--- config.mk ---
export PLATFORM = sky130hd
export DESIGN_NAME = nand_page_command_sequencer_top
export DESIGN_NICKNAME = d
export VERILOG_FILES = /design/src/rtl/npcs_pkg.sv /design/src/rtl/npcs_front.sv /design/src/rtl/npcs_fifo.sv /design/src/rtl/npcs_back.sv /design/src/rtl/nand_page_command_sequencer_top.sv
export VERILOG_INCLUDE_DIRS = /design/src /design/src/rtl
export SDC_FILE = /design/constraint.sdc
export NUM_CORES = 1
export LEC_CHECK = 0
export BUFFER_PORTS_ARGS = -buffer_cell sky130_fd_sc_hd__buf_4
export CAP_MARGIN = 0
export CORE_UTILIZATION = 60
export CTS_BUF_LIST = sky130_fd_sc_hd__clkbuf_4 sky130_fd_sc_hd__clkbuf_8 sky130_fd_sc_hd__clkbuf_16
export CTS_CLUSTER_SIZE = 14
export DETAILED_ROUTE_END_ITERATION = 7
export PLACE_DENSITY = 0.87
export REMOVE_ABC_BUFFERS = 1
export SYNTH_ARGS = -nofsm -noshare
export SYNTH_HDL_FRONTEND = slang
export SYNTH_SLANG_ARGS = --single-unit
export TNS_END_PERCENT = 1
--- constraint.sdc ---
create_clock -name i_clk -period 5.9 [get_ports i_clk]
set_input_delay 0 -clock i_clk [delete_from_list [all_inputs] [get_ports i_clk]]
set_output_delay 0 -clock i_clk [all_outputs]
set_load 0.02 [all_outputs]
--- src/rtl/nand_page_command_sequencer_top_defines.svh ---
// ----------------------------------------------------------------------------
// nand page command sequencer assertion macros
// shared concurrent assertion forms clocked on i_clk, disabled in reset
// ----------------------------------------------------------------------------
`ifndef NAND_PAGE_COMMAND_SEQUENCER_TOP_DEFINES_SVH
`define NAND_PAGE_COMMAND_SEQUENCER_TOP_DEFINES_SVH

// same-cycle implication
`define NPCS_ASSERT_NOW(lbl, ante, cons, msg) \
    lbl: assert property (@(posedge i_clk) disable iff (!i_rst_n) (ante) |-> (cons)) \
        else $error(msg);

// next-cycle implication
`define NPCS_ASSERT_NEXT(lbl, ante, cons, msg) \
    lbl: assert property (@(posedge i_clk) disable iff (!i_rst_n) (ante) |=> (cons)) \
        else $error(msg);

`endif

--- src/rtl/npcs_pkg.sv ---
// ----------------------------------------------------------------------------
// npcs_pkg
// shared codes, job descriptor and queue status types of the sequencer
// ----------------------------------------------------------------------------
`default_nettype none

package npcs_pkg;

    localparam int PAGE_BYTES_DEF  = 2048;
    localparam int QUEUE_DEPTH_DEF = 4;

    // input modes
    localparam logic [2:0] M_RESET = 3'd0;
    localparam logic [2:0] M_READ  = 3'd1;
    localparam logic [2:0] M_WRITE = 3'd2;
    localparam logic [2:0] M_ERASE = 3'd3;
    localparam logic [2:0] M_STEP  = 3'd4;

    // operations
    localparam logic [1:0] OP_IDLE  = 2'd0;
    localparam logic [1:0] OP_READ  = 2'd1;
    localparam logic [1:0] OP_WRITE = 2'd2;

    // cycle kinds
    localparam logic [2:0] K_SEL   = 3'd0;
    localparam logic [2:0] K_DESEL = 3'd1;
    localparam logic [2:0] K_CMD   = 3'd2;
    localparam logic [2:0] K_ADDR  = 3'd3;
    localparam logic [2:0] K_WR    = 3'd4;
    localparam logic [2:0] K_RD    = 3'd5;
    localparam logic [2:0] K_WAIT  = 3'd6;

    // command bytes
    localparam logic [7:0] C_READ1   = 8'h00;
    localparam logic [7:0] C_READ2   = 8'h30;
    localparam logic [7:0] C_PROG1   = 8'h80;
    localparam logic [7:0] C_PROG2   = 8'h10;
    localparam logic [7:0] C_ERASE1  = 8'h60;
    localparam logic [7:0] C_ERASE2  = 8'hd0;
    localparam logic [7:0] C_RESET   = 8'hff;

    // job sequences
    localparam logic [1:0] J_RESET = 2'd0;
    localparam logic [1:0] J_ERASE = 2'd1;
    localparam logic [1:0] J_START = 2'd2;
    localparam logic [1:0] J_STEP  = 2'd3;

    typedef struct packed {
        logic [1:0]  seq;
        logic        rd;
        logic        zero_len;
        logic        commit;
        logic        desel;
        logic        setup;
        logic [31:0] addr;
        logic [7:0]  data;
    } t_job;

    typedef struct packed {
        logic empty;
        logic full;
    } t_fifo_status;

endpackage

`default_nettype wire

--- src/rtl/npcs_front.sv ---
// ----------------------------------------------------------------------------
// npcs_front
// accepts items, tracks the transfer state and queues at most one job per item
// ----------------------------------------------------------------------------
`default_nettype none

module npcs_front #(
    parameter int PAGE_BYTES = npcs_pkg::PAGE_BYTES_DEF
) (
    input  wire               i_clk,
    input  wire               i_rst_n,
    input  wire               i_in_valid,
    input  wire  [2:0]        i_mode,
    input  wire  [31:0]       i_start_address,
    input  wire  [31:0]       i_length,
    input  wire  [7:0]        i_data_byte,
    input  wire               i_full,
    output logic              o_push,
    output npcs_pkg::t_job    o_job
);
    import npcs_pkg::*;

    localparam int COL_W      = $clog2(PAGE_BYTES);
    localparam int PAGE_SHIFT = $clog2(PAGE_BYTES);

    logic [1:0]       r_op,   n_op;
    logic [31:0]      r_addr, n_addr;
    logic [31:0]      r_left, n_left;
    logic [COL_W-1:0] r_col,  n_col;

    logic        accept;
    logic        page_end;
    logic [31:0] left_m1;
    logic        gen;
    t_job        job;

    assign accept   = i_in_valid && !i_full;
    assign page_end = (r_col == COL_W'(PAGE_BYTES - 1));
    assign left_m1  = r_left - 32'd1;

    always_comb begin
        n_op   = r_op;
        n_addr = r_addr;
        n_left = r_left;
        n_col  = r_col;
        gen    = 1'b0;
        job    = '0;
        case (i_mode)
            M_RESET: begin
                n_op    = OP_IDLE;
                gen     = 1'b1;
                job.seq = J_RESET;
            end
            M_READ, M_WRITE: begin
                gen          = 1'b1;
                job.seq      = J_START;
                job.rd       = (i_mode == M_READ);
                job.zero_len = (i_length == 32'd0);
                job.addr     = i_start_address;
                n_addr       = i_start_address;
                n_left       = i_length;
                n_col        = i_start_address[COL_W-1:0];
                if (i_length == 32'd0) begin
                    n_op = OP_IDLE;
                end else begin
                    n_op = (i_mode == M_READ) ? OP_READ : OP_WRITE;
                end
            end
            M_ERASE: begin
                n_op     = OP_IDLE;
                gen      = 1'b1;
                job.seq  = J_ERASE;
                job.addr = i_start_address >> PAGE_SHIFT;
            end
            M_STEP: begin
                if (r_op != OP_IDLE) begin
                    gen        = 1'b1;
                    job.seq    = J_STEP;
                    job.rd     = (r_op == OP_READ);
                    job.data   = i_data_byte;
                    job.commit = (r_op == OP_WRITE) && (page_end || left_m1 == 32'd0);
                    job.desel  = (left_m1 == 32'd0);
                    job.setup  = page_end && (left_m1 != 32'd0);
                    job.addr   = r_addr + 32'd1;
                    n_addr     = r_addr + 32'd1;
                    n_left     = left_m1;
                    n_col      = page_end ? '0 : r_col + COL_W'(1);
                    if (left_m1 == 32'd0) begin
                        n_op = OP_IDLE;
                    end
                end
            end
            default: begin
            end
        endcase
    end

    always_ff @(posedge i_clk) begin
        if (!i_rst_n) begin
            r_op   <= OP_IDLE;
            r_addr <= '0;
            r_left <= '0;
            r_col  <= '0;
        end else if (accept) begin
            r_op   <= n_op;
            r_addr <= n_addr;
            r_left <= n_left;
            r_col  <= n_col;
        end
    end

    assign o_push = accept && gen;
    assign o_job  = job;

endmodule

`default_nettype wire

--- src/rtl/npcs_fifo.sv ---
// ----------------------------------------------------------------------------
// npcs_fifo
// short job queue between front and back, head read combinationally
// ----------------------------------------------------------------------------
`default_nettype none
`include "nand_page_command_sequencer_top_defines.svh"

module npcs_fifo #(
    parameter int DEPTH = npcs_pkg::QUEUE_DEPTH_DEF
) (
    input  wire                    i_clk,
    input  wire                    i_rst_n,
    input  wire                    i_push,
    input  npcs_pkg::t_job         i_job,
    input  wire                    i_pop,
    output npcs_pkg::t_job         o_head,
    output npcs_pkg::t_fifo_status o_status
);
    import npcs_pkg::*;

    localparam int PTR_W = (DEPTH > 1) ? $clog2(DEPTH) : 1;
    localparam int CNT_W = $clog2(DEPTH + 1);

    t_job             r_mem [DEPTH];
    logic [PTR_W-1:0] r_wr,  n_wr;
    logic [PTR_W-1:0] r_rd,  n_rd;
    logic [CNT_W-1:0] r_cnt, n_cnt;
    logic             do_push;
    logic             do_pop;

    assign o_status.empty = (r_cnt == '0);
    assign o_status.full  = (r_cnt == CNT_W'(DEPTH));
    assign o_head         = r_mem[r_rd];

    assign do_push = i_push && !o_status.full;
    assign do_pop  = i_pop && !o_status.empty;

    always_comb begin
        n_wr  = r_wr;
        n_rd  = r_rd;
        n_cnt = r_cnt;
        if (do_push) begin
            n_wr = (r_wr == PTR_W'(DEPTH - 1)) ? '0 : r_wr + PTR_W'(1);
        end
        if (do_pop) begin
            n_rd = (r_rd == PTR_W'(DEPTH - 1)) ? '0 : r_rd + PTR_W'(1);
        end
        if (do_push && !do_pop) begin
            n_cnt = r_cnt + CNT_W'(1);
        end else if (do_pop && !do_push) begin
            n_cnt = r_cnt - CNT_W'(1);
        end
    end

    always_ff @(posedge i_clk) begin
        if (!i_rst_n) begin
            r_wr  <= '0;
            r_rd  <= '0;
            r_cnt <= '0;
        end else begin
            r_wr  <= n_wr;
            r_rd  <= n_rd;
            r_cnt <= n_cnt;
        end
    end

    always_ff @(posedge i_clk) begin
        if (do_push) begin
            r_mem[r_wr] <= i_job;
        end
    end

    `NPCS_ASSERT_NOW(a_push_room, i_push, !o_status.full, "job pushed into full queue")
    `NPCS_ASSERT_NOW(a_cnt_range, 1'b1, r_cnt <= CNT_W'(DEPTH), "queue count out of range")

endmodule

`default_nettype wire

--- src/rtl/npcs_back.sv ---
// ----------------------------------------------------------------------------
// npcs_back
// expands queued jobs into nand bus cycles, one result per cycle while not stalled
// ----------------------------------------------------------------------------
`default_nettype none
`include "nand_page_command_sequencer_top_defines.svh"

module npcs_back (
    input  wire                    i_clk,
    input  wire                    i_rst_n,
    input  npcs_pkg::t_job         i_head,
    input  npcs_pkg::t_fifo_status i_status,
    output logic                   o_pop,
    output logic                   o_out_valid,
    input  wire                    i_out_stall,
    output logic [2:0]             o_cycle_kind,
    output logic [7:0]             o_bus_byte,
    output logic                   o_last
);
    import npcs_pkg::*;

    typedef struct packed {
        logic [2:0] kind;
        logic [7:0] data;
    } t_res;

    function automatic t_res setup_at(input logic rd, input logic [31:0] a,
                                      input logic [3:0] q);
        t_res r;
        case (q)
            4'd0:    r = '{K_CMD, rd ? C_READ1 : C_PROG1};
            4'd1:    r = '{K_ADDR, a[7:0]};
            4'd2:    r = '{K_ADDR, {5'd0, a[10:8]}};
            4'd3:    r = '{K_ADDR, a[18:11]};
            4'd4:    r = '{K_ADDR, a[26:19]};
            4'd5:    r = '{K_ADDR, {3'd0, a[31:27]}};
            4'd6:    r = '{K_CMD, C_READ2};
            default: r = '{K_WAIT, 8'd0};
        endcase
        return r;
    endfunction

    function automatic logic [3:0] job_len(input t_job j);
        logic [3:0] n;
        case (j.seq)
            J_RESET: n = 4'd4;
            J_ERASE: n = 4'd8;
            J_START: n = j.zero_len ? 4'd2 : (j.rd ? 4'd9 : 4'd7);
            default: n = 4'd1 + (j.commit ? 4'd2 : 4'd0) + (j.desel ? 4'd1 : 4'd0)
                         + (j.setup ? (j.rd ? 4'd8 : 4'd6) : 4'd0);
        endcase
        return n;
    endfunction

    function automatic t_res res_at(input t_job j, input logic [3:0] pos);
        t_res       r;
        logic [3:0] q;
        r = '{K_SEL, 8'd0};
        q = pos - 4'd1;
        case (j.seq)
            J_RESET: begin
                case (pos)
                    4'd0:    r = '{K_SEL, 8'd0};
                    4'd1:    r = '{K_CMD, C_RESET};
                    4'd2:    r = '{K_WAIT, 8'd0};
                    default: r = '{K_DESEL, 8'd0};
                endcase
            end
            J_ERASE: begin
                case (pos)
                    4'd0:    r = '{K_SEL, 8'd0};
                    4'd1:    r = '{K_CMD, C_ERASE1};
                    4'd2:    r = '{K_ADDR, j.addr[7:0]};
                    4'd3:    r = '{K_ADDR, j.addr[15:8]};
                    4'd4:    r = '{K_ADDR, j.addr[23:16]};
                    4'd5:    r = '{K_CMD, C_ERASE2};
                    4'd6:    r = '{K_WAIT, 8'd0};
                    default: r = '{K_DESEL, 8'd0};
                endcase
            end
            J_START: begin
                if (pos == 4'd0) begin
                    r = '{K_SEL, 8'd0};
                end else if (j.zero_len) begin
                    r = '{K_DESEL, 8'd0};
                end else begin
                    r = setup_at(j.rd, j.addr, q);
                end
            end
            default: begin
                if (pos == 4'd0) begin
                    r = '{j.rd ? K_RD : K_WR, j.data};
                end else if (j.commit && q == 4'd0) begin
                    r = '{K_CMD, C_PROG2};
                end else if (j.commit && q == 4'd1) begin
                    r = '{K_WAIT, 8'd0};
                end else begin
                    if (j.commit) begin
                        q = q - 4'd2;
                    end
                    if (j.desel) begin
                        r = '{K_DESEL, 8'd0};
                    end else begin
                        r = setup_at(j.rd, j.addr, q);
                    end
                end
            end
        endcase
        return r;
    endfunction

    logic [3:0] r_pos, n_pos;
    logic       r_valid;
    logic [2:0] r_kind;
    logic [7:0] r_byte;
    logic       r_last;

    logic adv;
    logic take;
    logic res_last;
    t_res res;

    assign adv      = !r_valid || !i_out_stall;
    assign take     = adv && !i_status.empty;
    assign res      = res_at(i_head, r_pos);
    assign res_last = (r_pos == job_len(i_head) - 4'd1);
    assign n_pos    = res_last ? 4'd0 : r_pos + 4'd1;
    assign o_pop    = take && res_last;

    always_ff @(posedge i_clk) begin
        if (!i_rst_n) begin
            r_valid <= 1'b0;
            r_pos   <= 4'd0;
        end else if (adv) begin
            r_valid <= !i_status.empty;
            if (take) begin
                r_pos <= n_pos;
            end
        end
    end

    always_ff @(posedge i_clk) begin
        if (take) begin
            r_kind <= res.kind;
            r_byte <= res.data;
            r_last <= res_last;
        end
    end

    assign o_out_valid  = r_valid;
    assign o_cycle_kind = r_kind;
    assign o_bus_byte   = r_byte;
    assign o_last       = r_last;

    `NPCS_ASSERT_NOW(a_pos_in_job, !i_status.empty, r_pos < job_len(i_head),
        "sequence position past end of job")
    `NPCS_ASSERT_NEXT(a_pos_rewind, take && res_last, r_pos == 4'd0,
        "position not rewound after last result")

endmodule

`default_nettype wire

--- src/rtl/nand_page_command_sequencer_top.sv ---
// ----------------------------------------------------------------------------
// nand_page_command_sequencer_top
// large-page nand command sequencer: reset, erase, paged read and write
// ----------------------------------------------------------------------------
// The front accepts one input item per clock whenever the job queue has room
// and turns it into at most one job; the back expands the job at the queue
// head into nand bus cycles, one result per clock while the queue holds a job
// and the output is not stalled, behind an output register. Page crossings,
// starts, resets and erases give longer result runs that the QUEUE_DEPTH
// entry queue absorbs. A job is written to the queue memory and its results
// to the output register. PAGE_BYTES must be a power of two.
`default_nettype none

module nand_page_command_sequencer_top #(
    parameter int PAGE_BYTES  = npcs_pkg::PAGE_BYTES_DEF,
    parameter int QUEUE_DEPTH = npcs_pkg::QUEUE_DEPTH_DEF
) (
    input  wire         i_clk,
    input  wire         i_rst_n,
    input  wire         i_in_valid,
    output logic        o_in_stall,
    input  wire  [2:0]  i_mode,
    input  wire  [31:0] i_start_address,
    input  wire  [31:0] i_length,
    input  wire  [7:0]  i_data_byte,
    output logic        o_out_valid,
    input  wire         i_out_stall,
    output logic [2:0]  o_cycle_kind,
    output logic [7:0]  o_bus_byte,
    output logic        o_last
);
    import npcs_pkg::*;

    logic         push;
    logic         pop;
    t_job         job;
    t_job         head;
    t_fifo_status status;

    assign o_in_stall = status.full;

    npcs_front #(
        .PAGE_BYTES (PAGE_BYTES)
    ) u_front (
        .i_clk           (i_clk),
        .i_rst_n         (i_rst_n),
        .i_in_valid      (i_in_valid),
        .i_mode          (i_mode),
        .i_start_address (i_start_address),
        .i_length        (i_length),
        .i_data_byte     (i_data_byte),
        .i_full          (status.full),
        .o_push          (push),
        .o_job           (job)
    );

    npcs_fifo #(
        .DEPTH (QUEUE_DEPTH)
    ) u_fifo (
        .i_clk    (i_clk),
        .i_rst_n  (i_rst_n),
        .i_push   (push),
        .i_job    (job),
        .i_pop    (pop),
        .o_head   (head),
        .o_status (status)
    );

    npcs_back u_back (
        .i_clk        (i_clk),
        .i_rst_n      (i_rst_n),
        .i_head       (head),
        .i_status     (status),
        .o_pop        (pop),
        .o_out_valid  (o_out_valid),
        .i_out_stall  (i_out_stall),
        .o_cycle_kind (o_cycle_kind),
        .o_bus_byte   (o_bus_byte),
        .o_last       (o_last)
    );

endmodule

`default_nettype wire
==> flow_summary.ini <==
[floorplanning]
dieArea_mm2 = 0.02611
std_cell_rows = 58
ios = 93
dieWidth_um = 161.6
die_h_um = 161.6
start_util = 0.6085
core_mm2 = 0.02511

[synth]
synthMostInstantiatedCell = edfxtp_1
ys_warn_count = 0
synth_compound_area_frac = 0.1694
yosys-top-cells-area = edfxtp_1 39%, dfxtp_1 12%, mux4_2 6.9%
synthXorXnorAreaFrac = 0.03169
synth_edf_count = 200
synth-simple-area-share = 0.1542
synthFlopType = edfxtp_1
synth_area_leader_cell = edfxtp_1
syn_area_per_cell_um2 = 10.77
synthAdderAreaFrac = 0.02064
ys_async_sr_fraction = 0
synth_top_family_by_area = compound AO/OA/AOI/OAI gates
syn_area_mm2 = 0.01528
synth_cells = 1419
ys_types = 79
ys_top_cells_by_count = 200 x edfxtp_1, 143 x nor2_1, 136 x nand2_1
synth_mux_area_frac = 0.08001
synth-seq-cells = 291
synth_top_area_frac = 0.3931
seq_area_frac_synth = 0.5123

[timing]
finalHoldViolations = 0
setup_violations = 0
fin_crit_ns = 4.631
fin_worst_skew_ns = 0.01472
setup_tns_ns = 0
maxSlewViolCount = 0
worst_pin_slew_ns = 1.291
hold_ws_ns = 0.03336
rsz0062_at_grt = no
slew_headroom = 0.1380
worst_slack_ns = 1.269
post-route-period-util = 0.7849
fmax_ghz = 0.2159

[power]
p_leak_nw = 6.350
irDropWorstVdd_v = 0.0002622
p_per_area_mw_per_mm2 = 316.1

[critical_path]
worstPathArrival_ns = 5.12
r2r.worst_path.cells = 17
cp.required_ns = 6.39
path_max_fanout = 42
setup.worst_path.class = reg -> reg
cp-end-kind = flip-flop
start_kind = flip-flop

[placement]
place_inst = 1766
routabilityCongestion = 0.9547
port_buffers = 92
detailedPlacementHpwl_um = 26300
dp_slack_ns = 1.323

[clocking]
cts_tree = yes
cts_made_buffers = 30
worstSkewPairLatency_ns = 0.57
ctsResizeCount = 0
clockRootBuffer = clkbuf_16
clockBufferDepth = 3
path_clk_slew_ns = 0.07
clock_sinks = 291
cts_max_level = 1

[grt]
antenna_found_initial = 0
grt.overflow.total = 0
grt_pass1_wl_um = 70730
grt_pass1_vias = 12785
grt_util_all_layers = 0.3489
grt_max_degree = 102

[layout]
fin_util = 0.7210
n_antenna_cell = 0
final_nets = 1662
drive_gt1_frac = 0.1630
syn2layout_area_growth_pct = 18.50
fin_cells = 1913

[route]
drtPass1Iterations = 8
wire_per_inst_um = 23.73
drtAntennaViolNets = 0
wl_um = 45400
drc = 4
viasPerCell = 6.946
vias = 13287
drtIter0Drc = 2064

[hold_path]
holdCritPathClass = in -> reg
min_path_cells = 4

[job]
cap_violations = 0

[outcome]
violations = design-rule violations
outcome = complete, but fails checks
## path summary, 6_finish.rpt
kind | start | end | slack [ns]
max | flip-flop | u_fifo.r_cnt[2] | 1.27
min | i_mode[0] | u_front.r_op[0] | 0.03
max reg2reg | flip-flop | u_fifo.r_cnt[2] | 1.27
min reg2reg | u_front.r_left[10] | u_front.r_left[10] | 0.49
## layout by cell type, fill, tap and decap left out, drive strengths merged, types with 10 or more instances in the layout
cell and instances:
dlygate4sd3 91, dfxtp 91, o21ai 110, mux2i 13
o31ai 11, mux4 47, inv 25, clkbuf 39
xor2 25, xnor2 26, edfxtp 200, a21oi 104
a211oi 12, and2 27, nor2 143, nand4 12
nor2b 10, and3 13, nor4 18, nand2 137
a22oi 59, a31oi 10, a221oi 17, nand3 38
buf 111, ha 22, nor3 30
## where the power goes
group | switching [W] | internal [W] | leakage, nW | total [W]
registers | 0.0000865 | 0.00230 | 2.61 | 0.00239
clock network | 0.000850 | 0.00112 | 0.498 | 0.00197
logic | 0.000852 | 0.000511 | 3.24 | 0.00136
## critical path: stages (launching register included)
cell and delay [ns]:
dfxtp_4 0.42, buf_4 0.68, mux4_2 0.72, nand2b_1 0.12, nand3_1 0.12, ha_1 0.25
xnor2_1 0.17, o211ai_1 0.15, a211oi_1 0.08, o221ai_1 0.25, o21ai_4 0.15, nand2_4 0.13
ha_1 0.20, inv_1 0.06, fa_1 0.38, xor2_1 0.18, or3_1 0.30, a21oi_1 0.15
## area by class of cell
cell class                      count  area, µm²
Sequential cell                   291       7833
Multi-Input combinational cell   1012       7015
Fill cell                        1614       7004
Timing Repair Buffer              202       1744
Clock buffer                       39      854.6
Tap cell                          330      412.9
Clock inverter                     17      162.7
Inverter                           22      82.58
## layer usage
metal,GRT usage,vias up,share of wire
li1,-,5688,-
met1,0.4440,6269,0.36
met2,0.5895,1080,0.48
met3,0.05907,250,0.11
met4,0.1501,0,0.050
met5,0,-,0
## repair_timing
item / 4_1_cts / 5_1_grt
setup buffers: 0 / 0
hold endpoints to repair: 229 / 0
hold buffers: 91 / 0
## cells by family (layout without fill, tap and decap cells)
logic type,count (synthesis),after routing
simple gates,476,476
compound gates,397,397
flops,291,291
buf+inv,116,280
mux,63,63
xor+xnor,52,52
fa+ha+maj,24,24
## flip-flops by register name (all words and copies together), names as in the netlist, named ones only
name	count
u_fifo.r_mem	188
u_front.r_addr	32
u_front.r_left	32
u_front.r_col	11
u_back.o_bus_byte	8
u_back.r_pos	4
u_back.o_cycle_kind	3
u_fifo.r_cnt	3
u_fifo.r_rd	2
u_fifo.r_wr	2
u_front.r_op	2
u_back.o_last	1
u_back.o_out_valid	1
## metrics by stage
step	instance area, µm²	power [W]
after floorplan	14880	0.003267
after global routing	18100	0.005897
final	18100	0.005723
after CTS	18100	0.005648
after global placement	16180	0.003644
after detailed placement	16180	0.003680
Power figures use the tool's default switching activity.
